`src/design/jms_pkg.sv`:
```
// Shared types, constants and register codes for the jet multiplicity selector.
`timescale 1ns / 1ps

package jms_pkg;

    // Field widths
    localparam int PT_W       = 16;
    localparam int CNT_W      = 8;
    localparam int MASK_W     = 16;
    localparam int BOUND_W    = 9;
    localparam int THR_SLOTS  = 4;
    localparam int TCOUNT_W   = 3;
    localparam int CUT_W      = 2;
    localparam int CFG_IDX_W  = 3;
    localparam int CFG_DATA_W = 64;

    // Parameter defaults
    localparam int NUM_THRESHOLDS_DEF = 4;
    localparam int MASK_JETS_DEF      = 16;

    // Register indexes
    localparam logic [CFG_IDX_W-1:0] REG_CUT_MODE        = 3'd0;
    localparam logic [CFG_IDX_W-1:0] REG_MIN_JET_COUNT   = 3'd1;
    localparam logic [CFG_IDX_W-1:0] REG_MAX_JET_COUNT   = 3'd2;
    localparam logic [CFG_IDX_W-1:0] REG_MIN_BTAG_COUNT  = 3'd3;
    localparam logic [CFG_IDX_W-1:0] REG_MAX_BTAG_COUNT  = 3'd4;
    localparam logic [CFG_IDX_W-1:0] REG_THRESHOLD_COUNT = 3'd5;
    localparam logic [CFG_IDX_W-1:0] REG_PT_THRESHOLDS   = 3'd6;

    // cut_mode bit positions
    localparam int CUT_JET_BIT  = 0;
    localparam int CUT_BTAG_BIT = 1;

    // Count saturation value
    localparam logic [CNT_W-1:0] CNT_MAX = '1;

    // Configuration register file contents
    typedef struct packed {
        logic [CUT_W-1:0]                    cut_mode;
        logic [BOUND_W-1:0]                  min_jet_count;
        logic [BOUND_W-1:0]                  max_jet_count;
        logic [BOUND_W-1:0]                  min_btag_count;
        logic [BOUND_W-1:0]                  max_btag_count;
        logic [TCOUNT_W-1:0]                 threshold_count;
        logic [THR_SLOTS-1:0][PT_W-1:0]      pt_thresholds;
    } cfg_t;

    // Event summary handed from the accumulator to the result stage
    typedef struct packed {
        logic              emit;
        logic [CNT_W-1:0]  jet_count;
        logic [CNT_W-1:0]  btag_count;
        logic [MASK_W-1:0] btag_mask;
    } evt_t;

    // Count window check; a negative bound means no bound
    function automatic logic in_window(
        input logic [CNT_W-1:0]   n,
        input logic [BOUND_W-1:0] lo,
        input logic [BOUND_W-1:0] hi
    );
        logic lo_ok;
        logic hi_ok;
        lo_ok = lo[BOUND_W-1] || (n >= lo[CNT_W-1:0]);
        hi_ok = hi[BOUND_W-1] || (n <= hi[CNT_W-1:0]);
        return lo_ok && hi_ok;
    endfunction

endpackage

```
`src/design/jms_if.sv`:
```
// Channel interfaces: jet input, event result and configuration write.
`timescale 1ns / 1ps

interface jms_in_if;
    logic                     valid;
    logic                     ready;
    logic [jms_pkg::PT_W-1:0] jet_pt;
    logic                     is_btagged;
    logic                     jet_present;
    logic                     last_jet;

    modport source (output valid, jet_pt, is_btagged, jet_present, last_jet, input ready);
    modport sink   (input valid, jet_pt, is_btagged, jet_present, last_jet, output ready);
endinterface

interface jms_out_if;
    logic                       valid;
    logic                       ready;
    logic [jms_pkg::CNT_W-1:0]  jet_count;
    logic [jms_pkg::CNT_W-1:0]  btag_count;
    logic [jms_pkg::MASK_W-1:0] btag_mask;
    logic                       jets_passed;
    logic                       btags_passed;
    logic                       accept;

    modport source (output valid, jet_count, btag_count, btag_mask, jets_passed,
                    btags_passed, accept, input ready);
    modport sink   (input valid, jet_count, btag_count, btag_mask, jets_passed,
                    btags_passed, accept, output ready);
endinterface

interface jms_cfg_if;
    logic                           valid;
    logic                           ready;
    logic [jms_pkg::CFG_IDX_W-1:0]  index;
    logic [jms_pkg::CFG_DATA_W-1:0] data;

    modport source (output valid, index, data, input ready);
    modport sink   (input valid, index, data, output ready);
endinterface

```
`src/design/jms_cfg_regs.sv`:
```
// Configuration register file, written through the config channel.
`timescale 1ns / 1ps

module jms_cfg_regs (
    input  logic          clk,
    input  logic          rst_n,
    jms_cfg_if.sink       cfg,
    output jms_pkg::cfg_t regs
);
    import jms_pkg::*;

    // Bounds reset to -1 (disabled), everything else to zero
    localparam cfg_t CFG_RST = '{
        cut_mode:        '0,
        min_jet_count:   '1,
        max_jet_count:   '1,
        min_btag_count:  '1,
        max_btag_count:  '1,
        threshold_count: '0,
        pt_thresholds:   '0
    };

    cfg_t regs_reg;
    cfg_t regs_next;

    // Always ready to take a write
    assign cfg.ready = 1'b1;
    assign regs      = regs_reg;

    // Register decode
    always_comb
    begin
        regs_next = regs_reg;
        if (cfg.valid)
        begin
            unique case (cfg.index)
                REG_CUT_MODE:        regs_next.cut_mode        = cfg.data[CUT_W-1:0];
                REG_MIN_JET_COUNT:   regs_next.min_jet_count   = cfg.data[BOUND_W-1:0];
                REG_MAX_JET_COUNT:   regs_next.max_jet_count   = cfg.data[BOUND_W-1:0];
                REG_MIN_BTAG_COUNT:  regs_next.min_btag_count  = cfg.data[BOUND_W-1:0];
                REG_MAX_BTAG_COUNT:  regs_next.max_btag_count  = cfg.data[BOUND_W-1:0];
                REG_THRESHOLD_COUNT: regs_next.threshold_count = cfg.data[TCOUNT_W-1:0];
                REG_PT_THRESHOLDS:   regs_next.pt_thresholds   = cfg.data;
                default:             regs_next = regs_reg;
            endcase
        end
    end

    // Register file
    always_ff @(posedge clk or negedge rst_n)
    begin
        if (!rst_n)
        begin
            regs_reg <= CFG_RST;
        end
        else
        begin
            regs_reg <= regs_next;
        end
    end

endmodule

```
`src/design/jms_accum.sv`:
```
// Per-event accumulator: pt truncation, jet and b-tag counts, b-tag mask.
`timescale 1ns / 1ps

module jms_accum #(
    parameter int NUM_THRESHOLDS = jms_pkg::NUM_THRESHOLDS_DEF,
    parameter int MASK_JETS      = jms_pkg::MASK_JETS_DEF
) (
    input  logic                     clk,
    input  logic                     rst_n,
    input  logic                     take,
    input  logic [jms_pkg::PT_W-1:0] jet_pt,
    input  logic                     is_btagged,
    input  logic                     jet_present,
    input  logic                     last_jet,
    input  jms_pkg::cfg_t            regs,
    output jms_pkg::evt_t            evt
);
    import jms_pkg::*;

    // Thresholds actually usable, and mask bits actually kept
    localparam int THR_LIM   = (NUM_THRESHOLDS < THR_SLOTS) ? NUM_THRESHOLDS : THR_SLOTS;
    localparam int MASK_BITS = (MASK_JETS < MASK_W) ? MASK_JETS : MASK_W;
    localparam int THR_IDX_W = $clog2(THR_SLOTS);

    logic [CNT_W-1:0]     jet_index_reg,      jet_index_next;
    logic                 truncated_reg,      truncated_next;
    logic [CNT_W-1:0]     accepted_jets_reg,  accepted_jets_next;
    logic [CNT_W-1:0]     accepted_btags_reg, accepted_btags_next;
    logic [MASK_BITS-1:0] btag_bits_reg,      btag_bits_next;

    logic [TCOUNT_W-1:0]  nth_eff;
    logic [PT_W-1:0]      thr;
    logic                 cut;
    logic                 keep;
    logic [CNT_W-1:0]     jets_upd;
    logic [CNT_W-1:0]     btags_upd;
    logic [MASK_BITS-1:0] bits_upd;
    logic [CNT_W-1:0]     index_upd;
    logic                 trunc_upd;

    // Threshold limit and the pt compare for this jet
    always_comb
    begin
        if (regs.threshold_count > TCOUNT_W'(THR_LIM))
            nth_eff = TCOUNT_W'(THR_LIM);
        else
            nth_eff = regs.threshold_count;
        thr = regs.pt_thresholds[jet_index_reg[THR_IDX_W-1:0]];
        cut = (jet_index_reg < CNT_W'(nth_eff)) && (jet_pt < thr);
        keep = !truncated_reg && !cut;
    end

    // Updated counts and mask for a present jet
    always_comb
    begin
        trunc_upd = truncated_reg || cut;
        jets_upd  = accepted_jets_reg;
        btags_upd = accepted_btags_reg;
        bits_upd  = btag_bits_reg;
        if (keep)
        begin
            if (accepted_jets_reg != CNT_MAX)
                jets_upd = accepted_jets_reg + CNT_W'(1);
            if (is_btagged)
            begin
                if (accepted_btags_reg != CNT_MAX)
                    btags_upd = accepted_btags_reg + CNT_W'(1);
                for (int i = 0; i < MASK_BITS; i++)
                begin
                    if (jet_index_reg == CNT_W'(i))
                        bits_upd[i] = 1'b1;
                end
            end
        end
        index_upd = (jet_index_reg != CNT_MAX) ? jet_index_reg + CNT_W'(1) : jet_index_reg;
    end

    // Event summary and next state; an empty event reports zeros
    always_comb
    begin
        evt.emit       = !jet_present || last_jet;
        evt.jet_count  = jet_present ? jets_upd  : '0;
        evt.btag_count = jet_present ? btags_upd : '0;
        evt.btag_mask  = jet_present ? MASK_W'(bits_upd) : '0;

        jet_index_next      = jet_index_reg;
        truncated_next      = truncated_reg;
        accepted_jets_next  = accepted_jets_reg;
        accepted_btags_next = accepted_btags_reg;
        btag_bits_next      = btag_bits_reg;
        if (take)
        begin
            if (evt.emit)
            begin
                jet_index_next      = '0;
                truncated_next      = 1'b0;
                accepted_jets_next  = '0;
                accepted_btags_next = '0;
                btag_bits_next      = '0;
            end
            else
            begin
                jet_index_next      = index_upd;
                truncated_next      = trunc_upd;
                accepted_jets_next  = jets_upd;
                accepted_btags_next = btags_upd;
                btag_bits_next      = bits_upd;
            end
        end
    end

    // Event state
    always_ff @(posedge clk or negedge rst_n)
    begin
        if (!rst_n)
        begin
            jet_index_reg      <= '0;
            truncated_reg      <= 1'b0;
            accepted_jets_reg  <= '0;
            accepted_btags_reg <= '0;
            btag_bits_reg      <= '0;
        end
        else
        begin
            jet_index_reg      <= jet_index_next;
            truncated_reg      <= truncated_next;
            accepted_jets_reg  <= accepted_jets_next;
            accepted_btags_reg <= accepted_btags_next;
            btag_bits_reg      <= btag_bits_next;
        end
    end

endmodule

```
`src/design/jms_result.sv`:
```
// Result stage: count windows, accept flag and the output register.
`timescale 1ns / 1ps

module jms_result (
    input  logic          clk,
    input  logic          rst_n,
    input  logic          load,
    input  jms_pkg::evt_t evt,
    input  jms_pkg::cfg_t regs,
    output logic          space,
    jms_out_if.source     result
);
    import jms_pkg::*;

    logic              valid_reg,  valid_next;
    logic [CNT_W-1:0]  jets_reg,   btags_reg;
    logic [MASK_W-1:0] mask_reg;
    logic              jp_reg,     bp_reg,   acc_reg;
    logic              jp,         bp,       acc;

    // Output register frees up when empty or being taken this cycle
    assign space = !valid_reg || result.ready;

    // Window checks and the accept decision
    always_comb
    begin
        jp  = in_window(evt.jet_count,  regs.min_jet_count,  regs.max_jet_count);
        bp  = in_window(evt.btag_count, regs.min_btag_count, regs.max_btag_count);
        acc = !(regs.cut_mode[CUT_JET_BIT] && !jp) && !(regs.cut_mode[CUT_BTAG_BIT] && !bp);
    end

    // Valid flag
    always_comb
    begin
        valid_next = valid_reg;
        if (load)
            valid_next = 1'b1;
        else if (result.ready)
            valid_next = 1'b0;
    end

    always_ff @(posedge clk or negedge rst_n)
    begin
        if (!rst_n)
            valid_reg <= 1'b0;
        else
            valid_reg <= valid_next;
    end

    // Payload
    always_ff @(posedge clk)
    begin
        if (load)
        begin
            jets_reg  <= evt.jet_count;
            btags_reg <= evt.btag_count;
            mask_reg  <= evt.btag_mask;
            jp_reg    <= jp;
            bp_reg    <= bp;
            acc_reg   <= acc;
        end
    end

    assign result.valid        = valid_reg;
    assign result.jet_count    = jets_reg;
    assign result.btag_count   = btags_reg;
    assign result.btag_mask    = mask_reg;
    assign result.jets_passed  = jp_reg;
    assign result.btags_passed = bp_reg;
    assign result.accept       = acc_reg;

endmodule

```
`src/design/jet_multiplicity_selector_top.sv`:
```
// Top level of the jet multiplicity selector.
// A result word is registered and appears in the cycle after the last jet word of an event is taken.
// Throughput: one jet word per cycle; the single output register stalls input only
// while a result word waits and the sink is not ready.
// Reset (rst_n, asynchronous, active low) clears the event state and the output valid;
// count bounds reset to -1 (disabled), other registers to zero.
`timescale 1ns / 1ps

module jet_multiplicity_selector_top #(
    parameter int NUM_THRESHOLDS = jms_pkg::NUM_THRESHOLDS_DEF,
    parameter int MASK_JETS      = jms_pkg::MASK_JETS_DEF
) (
    input  logic      clk,
    input  logic      rst_n,
    jms_in_if.sink    jets,
    jms_out_if.source result,
    jms_cfg_if.sink   cfg
);
    import jms_pkg::*;

    cfg_t regs;
    evt_t evt;
    logic space;
    logic take;

    // Input handshake
    assign jets.ready = space;
    assign take       = jets.valid && space;

    jms_cfg_regs u_cfg (
        .clk   (clk),
        .rst_n (rst_n),
        .cfg   (cfg),
        .regs  (regs)
    );

    jms_accum #(
        .NUM_THRESHOLDS (NUM_THRESHOLDS),
        .MASK_JETS      (MASK_JETS)
    ) u_accum (
        .clk         (clk),
        .rst_n       (rst_n),
        .take        (take),
        .jet_pt      (jets.jet_pt),
        .is_btagged  (jets.is_btagged),
        .jet_present (jets.jet_present),
        .last_jet    (jets.last_jet),
        .regs        (regs),
        .evt         (evt)
    );

    jms_result u_result (
        .clk    (clk),
        .rst_n  (rst_n),
        .load   (take && evt.emit),
        .evt    (evt),
        .regs   (regs),
        .space  (space),
        .result (result)
    );

endmodule
```
`src/flat_wrapper.sv`:
```
// flat-port wrapper written by rule: the top's interface ports become plain ports
module jet_multiplicity_selector_top_flat import jms_pkg::*;
#(
    parameter int NUM_THRESHOLDS = jms_pkg::NUM_THRESHOLDS_DEF,
    parameter int MASK_JETS      = jms_pkg::MASK_JETS_DEF
)
  (clk, rst_n, jets_valid, jets_jet_pt, jets_is_btagged, jets_jet_present, jets_last_jet, jets_ready, result_valid, result_jet_count, result_btag_count, result_btag_mask, result_jets_passed, result_btags_passed, result_accept, result_ready, cfg_valid, cfg_index, cfg_data, cfg_ready);
  jms_in_if jets_i ();
  jms_out_if result_i ();
  jms_cfg_if cfg_i ();
  input  logic clk;
  input  logic rst_n;
  input wire logic [$bits(jets_i.valid)-1:0] jets_valid;
  input wire logic [$bits(jets_i.jet_pt)-1:0] jets_jet_pt;
  input wire logic [$bits(jets_i.is_btagged)-1:0] jets_is_btagged;
  input wire logic [$bits(jets_i.jet_present)-1:0] jets_jet_present;
  input wire logic [$bits(jets_i.last_jet)-1:0] jets_last_jet;
  output wire logic [$bits(jets_i.ready)-1:0] jets_ready;
  output wire logic [$bits(result_i.valid)-1:0] result_valid;
  output wire logic [$bits(result_i.jet_count)-1:0] result_jet_count;
  output wire logic [$bits(result_i.btag_count)-1:0] result_btag_count;
  output wire logic [$bits(result_i.btag_mask)-1:0] result_btag_mask;
  output wire logic [$bits(result_i.jets_passed)-1:0] result_jets_passed;
  output wire logic [$bits(result_i.btags_passed)-1:0] result_btags_passed;
  output wire logic [$bits(result_i.accept)-1:0] result_accept;
  input wire logic [$bits(result_i.ready)-1:0] result_ready;
  input wire logic [$bits(cfg_i.valid)-1:0] cfg_valid;
  input wire logic [$bits(cfg_i.index)-1:0] cfg_index;
  input wire logic [$bits(cfg_i.data)-1:0] cfg_data;
  output wire logic [$bits(cfg_i.ready)-1:0] cfg_ready;
  assign jets_i.valid = jets_valid;
  assign jets_i.jet_pt = jets_jet_pt;
  assign jets_i.is_btagged = jets_is_btagged;
  assign jets_i.jet_present = jets_jet_present;
  assign jets_i.last_jet = jets_last_jet;
  assign jets_ready = jets_i.ready;
  assign result_valid = result_i.valid;
  assign result_jet_count = result_i.jet_count;
  assign result_btag_count = result_i.btag_count;
  assign result_btag_mask = result_i.btag_mask;
  assign result_jets_passed = result_i.jets_passed;
  assign result_btags_passed = result_i.btags_passed;
  assign result_accept = result_i.accept;
  assign result_i.ready = result_ready;
  assign cfg_i.valid = cfg_valid;
  assign cfg_i.index = cfg_index;
  assign cfg_i.data = cfg_data;
  assign cfg_ready = cfg_i.ready;
  jet_multiplicity_selector_top #(.NUM_THRESHOLDS(NUM_THRESHOLDS), .MASK_JETS(MASK_JETS)) u_core (.clk(clk), .rst_n(rst_n), .jets(jets_i), .result(result_i), .cfg(cfg_i));
endmodule
```
`config.mk`:
```
export PLATFORM = sky130hd
export DESIGN_NAME = jet_multiplicity_selector_top_flat
export DESIGN_NICKNAME = d
export VERILOG_FILES = /design/src/design/jms_pkg.sv /design/src/design/jms_if.sv /design/src/design/jms_cfg_regs.sv /design/src/design/jms_accum.sv /design/src/design/jms_result.sv /design/src/design/jet_multiplicity_selector_top.sv /design/src/flat_wrapper.sv
export SDC_FILE = /design/constraint.sdc
export NUM_CORES = 1
export LEC_CHECK = 0
export BUFFER_PORTS_ARGS = -buffer_cell sky130_fd_sc_hd__buf_4
export CORE_ASPECT_RATIO = 1.25
export CORE_UTILIZATION = 52
export CTS_BUF_LIST = sky130_fd_sc_hd__clkbuf_16
export CTS_CLUSTER_DIAMETER = 30
export DETAILED_ROUTE_END_ITERATION = 16
export PLACE_DENSITY = 0.84
export SYNTH_ARGS = -nofsm -noshare
export SYNTH_HDL_FRONTEND = slang
export SYNTH_SLANG_ARGS = --single-unit
```
`constraint.sdc`:
```
create_clock -name clk -period 5.5 [get_ports clk]
set_input_delay 0.825 -clock clk [delete_from_list [all_inputs] [get_ports clk]]
set_output_delay 0.825 -clock clk [all_outputs]
set_load 0.02 [all_outputs]
```
**Yosys cells after proc, flatten, opt, wreduce, memory -nomap -nowiden**

Cells that the tools add are included.

- Register bits after elaboration: 182
- Input port bits: 91

- Add/subtract/negate cells: 3
- Magnitude comparators: 8
- Equality and inequality tests: 24
- Multiplexer cells: 36
- Reductions and logical operators: 36

Operators with widths:

| cell | count |
|---|---|
| two-way mux 8 bit | 11 |
| equality test 8 x 4 -> 1 bit (second input constant) | 8 |
| two-way mux 16 bit | 4 |
| binary-select mux 16 bit (select 2 bit) | 1 |
| equality test 8 x 3 -> 1 bit (second input constant) | 4 |
| adder 8 x 1 -> 8 bit (second input constant) | 3 |
| inequality test 8 bit (second input constant) | 3 |
| two-way mux 1 bit | 19 |
| equality test 8 x 2 -> 1 bit (second input constant) | 2 |
| >= comparator 8 bit | 2 |
| less-or-equal comparator 8 bit | 2 |
| < comparator 16 bit | 1 |
| AND reduction 2 bit | 8 |
| equality test 3 bit (second input constant) | 3 |
| logical AND 1 bit | 9 |
| equality test 8 x 1 -> 1 bit (second input constant) | 1 |
| logical NOT 1 bit | 8 |
| logical NOT 8 bit | 1 |
| < comparator 8 x 3 -> 1 bit | 1 |
| logical OR 1 bit | 7 |
| equality test 3 x 2 -> 1 bit (second input constant) | 2 |
| nonzero test 2 bit | 2 |
| equality test 3 x 1 -> 1 bit (second input constant) | 1 |
| greater-than comparator 3 bit (second input constant) | 1 |
| other kinds (3) | 3 |

**Logic depth before layout (Yosys ltp)**

- Depth after elaboration: 15
- Mapped depth: 24
- Gate-level depth less buffers: 21

**Hierarchy**

A second synthesis with hierarchy kept.

- Cells, all modules: 805
- Area total of the unflattened synthesis: 9,870.7 um^2

Modules (own cells, without submodules):

| module | times used | cells an instance | area each (um^2) | seq. area each (um^2) |
|---|---|---|---|---|
| jms_cfg_regs | 1 | 229 | 4,322.9 | 2,672.6 |
| jms_accum | 1 | 425 | 3,622.2 | 1,026.0 |
| jms_result | 1 | 149 | 1,913.1 | 1,076.0 |
| jet_multiplicity_selector_top | 1 | 2 | 12.5 | 0.0 |

**Worst setup path after synthesis**

Ideal clock, no wire load.

- Path kind: register to register
- Start point: register u_core.u_accum.jet_index_reg[0]
- End point: register u_core.u_result.acc_reg (netlist: u_core.u_result.result.accept), data pin
- Arrival: 4.988 ns
- Required time: 5.244 ns
- Slack: 0.256 ns
- Stages on the path, launching flop included: 23
- Period minus slack after synthesis: 5.244 ns
- Path through: dfrtp_1 -> buf_2 -> buf_1 -> mux4_2 -> inv_1 -> ha_1 -> nand4_1 -> or2_2 -> o211a_4 -> a211oi_4 -> and4_1 -> buf_2 -> nand3_1 -> xor2_1 -> nor2_1 -> ha_1 -> and4_1 -> nand4_1 -> nor2_1 -> mux2_4 -> o22ai_2 -> a22oi_2 -> o211a_1

RTL lines:

| what | RTL line | RTL |
|---|---|---|
| start, declared | jms_accum.sv:25 | `logic [CNT_W-1:0] jet_index_reg, jet_index_next;` |
| start signal, assigned | jms_accum.sv:125 | `jet_index_reg <= jet_index_next;` |
| end signal, assigned | jms_result.sv:60 | `acc_reg <= acc;` |
| end, declared | jms_result.sv:18 | `logic jp_reg, bp_reg, acc_reg;` |

==> results.json <==
{
  "grt_start_max_net_pins": 104,
  "critPathMaxFanout": 8,
  "reg2reg_slack_ns": 0.34,
  "grt_pass1_vias": 6779,
  "path_cells": "buf_4 -> mux4_2 -> inv_1 -> ha_1 -> nor2_1 -> a311oi_1 -> a211oi_1 -> o211a_4 -> a211oi_4 -> and4_1 -> nand3_1 -> xor2_1 -> nor2_1 -> ha_1 -> and4_1 -> nand4_1 -> nor3_1 -> mux2_4 -> o22ai_2 -> a22oi_2 -> o211a_1",
  "crit_type": "flop to flop",
  "synth_edf_count": 35,
  "cts_max_path_buffers": 2,
  "synthToLayoutAreaGrowth_pct": 19.5,
  "overflow": 0,
  "syn_avg_cell_area_um2": 11.6,
  "maxCapViolations": 0,
  "h-tree-depth": 4,
  "end_kind": "flop",
  "cp.arrival_ns": 5.34,
  "largest_register_ffs": 105,
  "gp_congestion": 0.851,
  "final_cells": 1151,
  "track_usage_pct": 24.2,
  "path_buf_inv": 2,
  "ys_async_sr_fraction_pct": 80.8,
  "totalPowerFinal_mw": 3.69,
  "drt_iter0_markers": 449,
  "cp_slowest_cell": "mux4_2",
  "outcome": "finished, final reports clean",
  "die_w_um": 121,
  "finalHoldViolCount": 0,
  "max_stage_delay_ns": 0.50,
  "m1WireLength_um": 8100,
  "setup_viol": 0,
  "period_minus_slack_ns": 5.16,
  "syn-cell-area_mm2": 0.00918,
  "dp_hpwl_um": 14800,
  "worst_clock_skew_ns": 0.0251,
  "antennaDiodeCount": 0,
  "nNetsFinal": 1060,
  "antenna_found_initial": 0,
  "dr.max_layer_used": "met4",
  "routed-wl-met3_um": 1060,
  "clk_latency_ns": 0.44,
  "ys_types": 69,
  "post-place-ws_ns": 0.224,
  "finalSetupTns_ns": 0,
  "crit_family": "compound AO/OA/AOI/OAI gates",
  "maxSlewHeadroom_pct": 24.3,
  "worstPathRequired_ns": 5.68,
  "die_y_um": 151,
  "p_per_area_mw_per_mm2": 337,
  "cts_made_buffers": 17,
  "layout_commonest_cell": "buf_4",
  "synth_ff_type": "dfrtp_1",
  "ys.warnings.count": 0,
  "rsz0062_at_grt": "false",
  "synth_seq_cells": 182,
  "row_count": 53,
  "clock-sinks": 182,
  "num_vias": 6648,
  "drt-pass1-iter-count": 6,
  "pin_count": 129,
  "place_inst": 1118,
  "final_cell_mix": "139 x buf_4, 110 x dfrtp_1, 88 x mux2_2",
  "portBuffers": 127,
  "fin_crit_sh_pct": 93.8,
  "final_antenna_net_count": 0,
  "routed_wl_um": 20400,
  "routedWlPerCell_um": 17.7,
  "leakage_nw": 4.88,
  "dr_wl_met2_um": 10500,
  "syn_nets": 932,
  "synth_top_area_cell": "dfrtp_1",
  "cts-hold-fix-buffers": 0,
  "clk_pin_slew_worst_paths_ns": 0.07,
  "vdd_drop_max_mv": 0.241,
  "hp-class": "input pin to asynchronous set/reset pin",
  "layout_setup_ws_ns": 0.339,
  "finalMaxSlewViolations": 0,
  "utilization_pct": 64.4,
  "critPathLaunchType": "flop",
  "synth_top_area_share_pct": 30.3,
  "max_freq_mhz": 194,
  "netlist_instances": 790,
  "drive_gt1_share_pct": 36.0,
  "cts_root_buffer": "clkbuf_16",
  "tightest_slew_ns": 1.13,
  "grt_pass1_wl_um": 33700,
  "core_area_mm2": 0.0170,
  "drcViolationCount": 0,
  "cts_tree": "yes",
  "synthTopCellsByArea": "dfrtp_1 30%, edfxtp_1 11%, mux2_2 11%",
  "initial_utilization_pct": 53.9,
  "dieArea_mm2": 0.0182,
  "ys_seq_area_share_pct": 52.0,
  "routed_via_density": 5.78
}
## cell usage after synthesis (5+ instances only)
cell type  instances
mux4_2            15
o21ai_0           49
mux2_2            88
o31ai_1            6
nand2_1           51
a21o_1             7
inv_1             54
nor3_1            11
nand4_1            8
dfrtp_1          111
nor2_1            67
xnor2_1            5
nand2b_1           8
nand3_1           11
clkbuf_1          23
edfxtp_1          35
a31oi_1           23
xor2_1             7
dfstp_2           36
ha_1              51
a21oi_1           36
and3_1             7
## area by class of cell
| class | count | area (µm²) |
|---|---|---|
| Fill cell | 1267 | 6070 |
| Tap cell | 220 | 275 |
| Clock buffer | 17 | 425 |
| Timing Repair Buffer | 140 | 1050 |
| Multi-Input combinational cell | 523 | 4080 |
| Clock inverter | 15 | 161 |
| Inverter | 54 | 203 |
| Sequential cell | 182 | 4780 |
## kinds of logic after synthesis
family / share of synthesized area, %
buffers and inverters: 3.58
adders and majority gates: 7.06
xor gates and xnor gates: 1.14
DFF: 52.0
and+or+nand+nor: 11.1
AOI/OAI and AO/OA: 10.2
other: 0.0408
muxes: 14.9
## metrics by stage
step	hold slack, ns	cell area, µm²
floorplan	0.463	9180
global placement	0.476	10400
detailed placement	0.483	10400
CTS	0.502	11000
global route	0.513	11000
finish	0.499	11000
## power breakdown
part	internal (mW)	total, mW	leakage, nW	switching (mW)
combinational	0.383	0.768	2.48	0.386
clock	0.642	1.19	0.278	0.553
sequential	1.62	1.73	2.13	0.114
## final timing paths
| check | start | endpoint | cells past startpoint |
|---|---|---|---|
| max in group asynchronous | rst_n | u_core.u_cfg.regs[74] | 2 |
| hold reg to reg | u_core.u_accum.btag_bits_reg[5] | u_core.u_accum.btag_bits_reg[5] | 2 |
| setup reg to reg | u_core.u_accum.jet_index_reg[0] | u_core.u_result.result.accept | 21 |
| min in group clk | u_core.u_accum.btag_bits_reg[5] | u_core.u_accum.btag_bits_reg[5] | 2 |
| setup / recovery | u_core.u_accum.jet_index_reg[0] | u_core.u_result.result.accept | 21 |
| hold / removal | rst_n | u_core.u_cfg.regs[43] | 1 |
## layer usage
| metal | vias to the layer above | track usage, % |
|---|---|---|
| met1 | 3248 | 29.2 |
| met3 | 53 | 4.77 |
| met2 | 259 | 41.4 |
| met4 | 0 | 11.5 |
| met5 | - | 0 |
| li1 | 3088 | - |
## what timing repair did
item | in CTS | in global routing
buffers inserted | 0 | 1
gates resized for setup | 0 | 1
endpoints found under the setup margin | 0 | 2
Note: power is estimated with default switching activity, not from simulation.
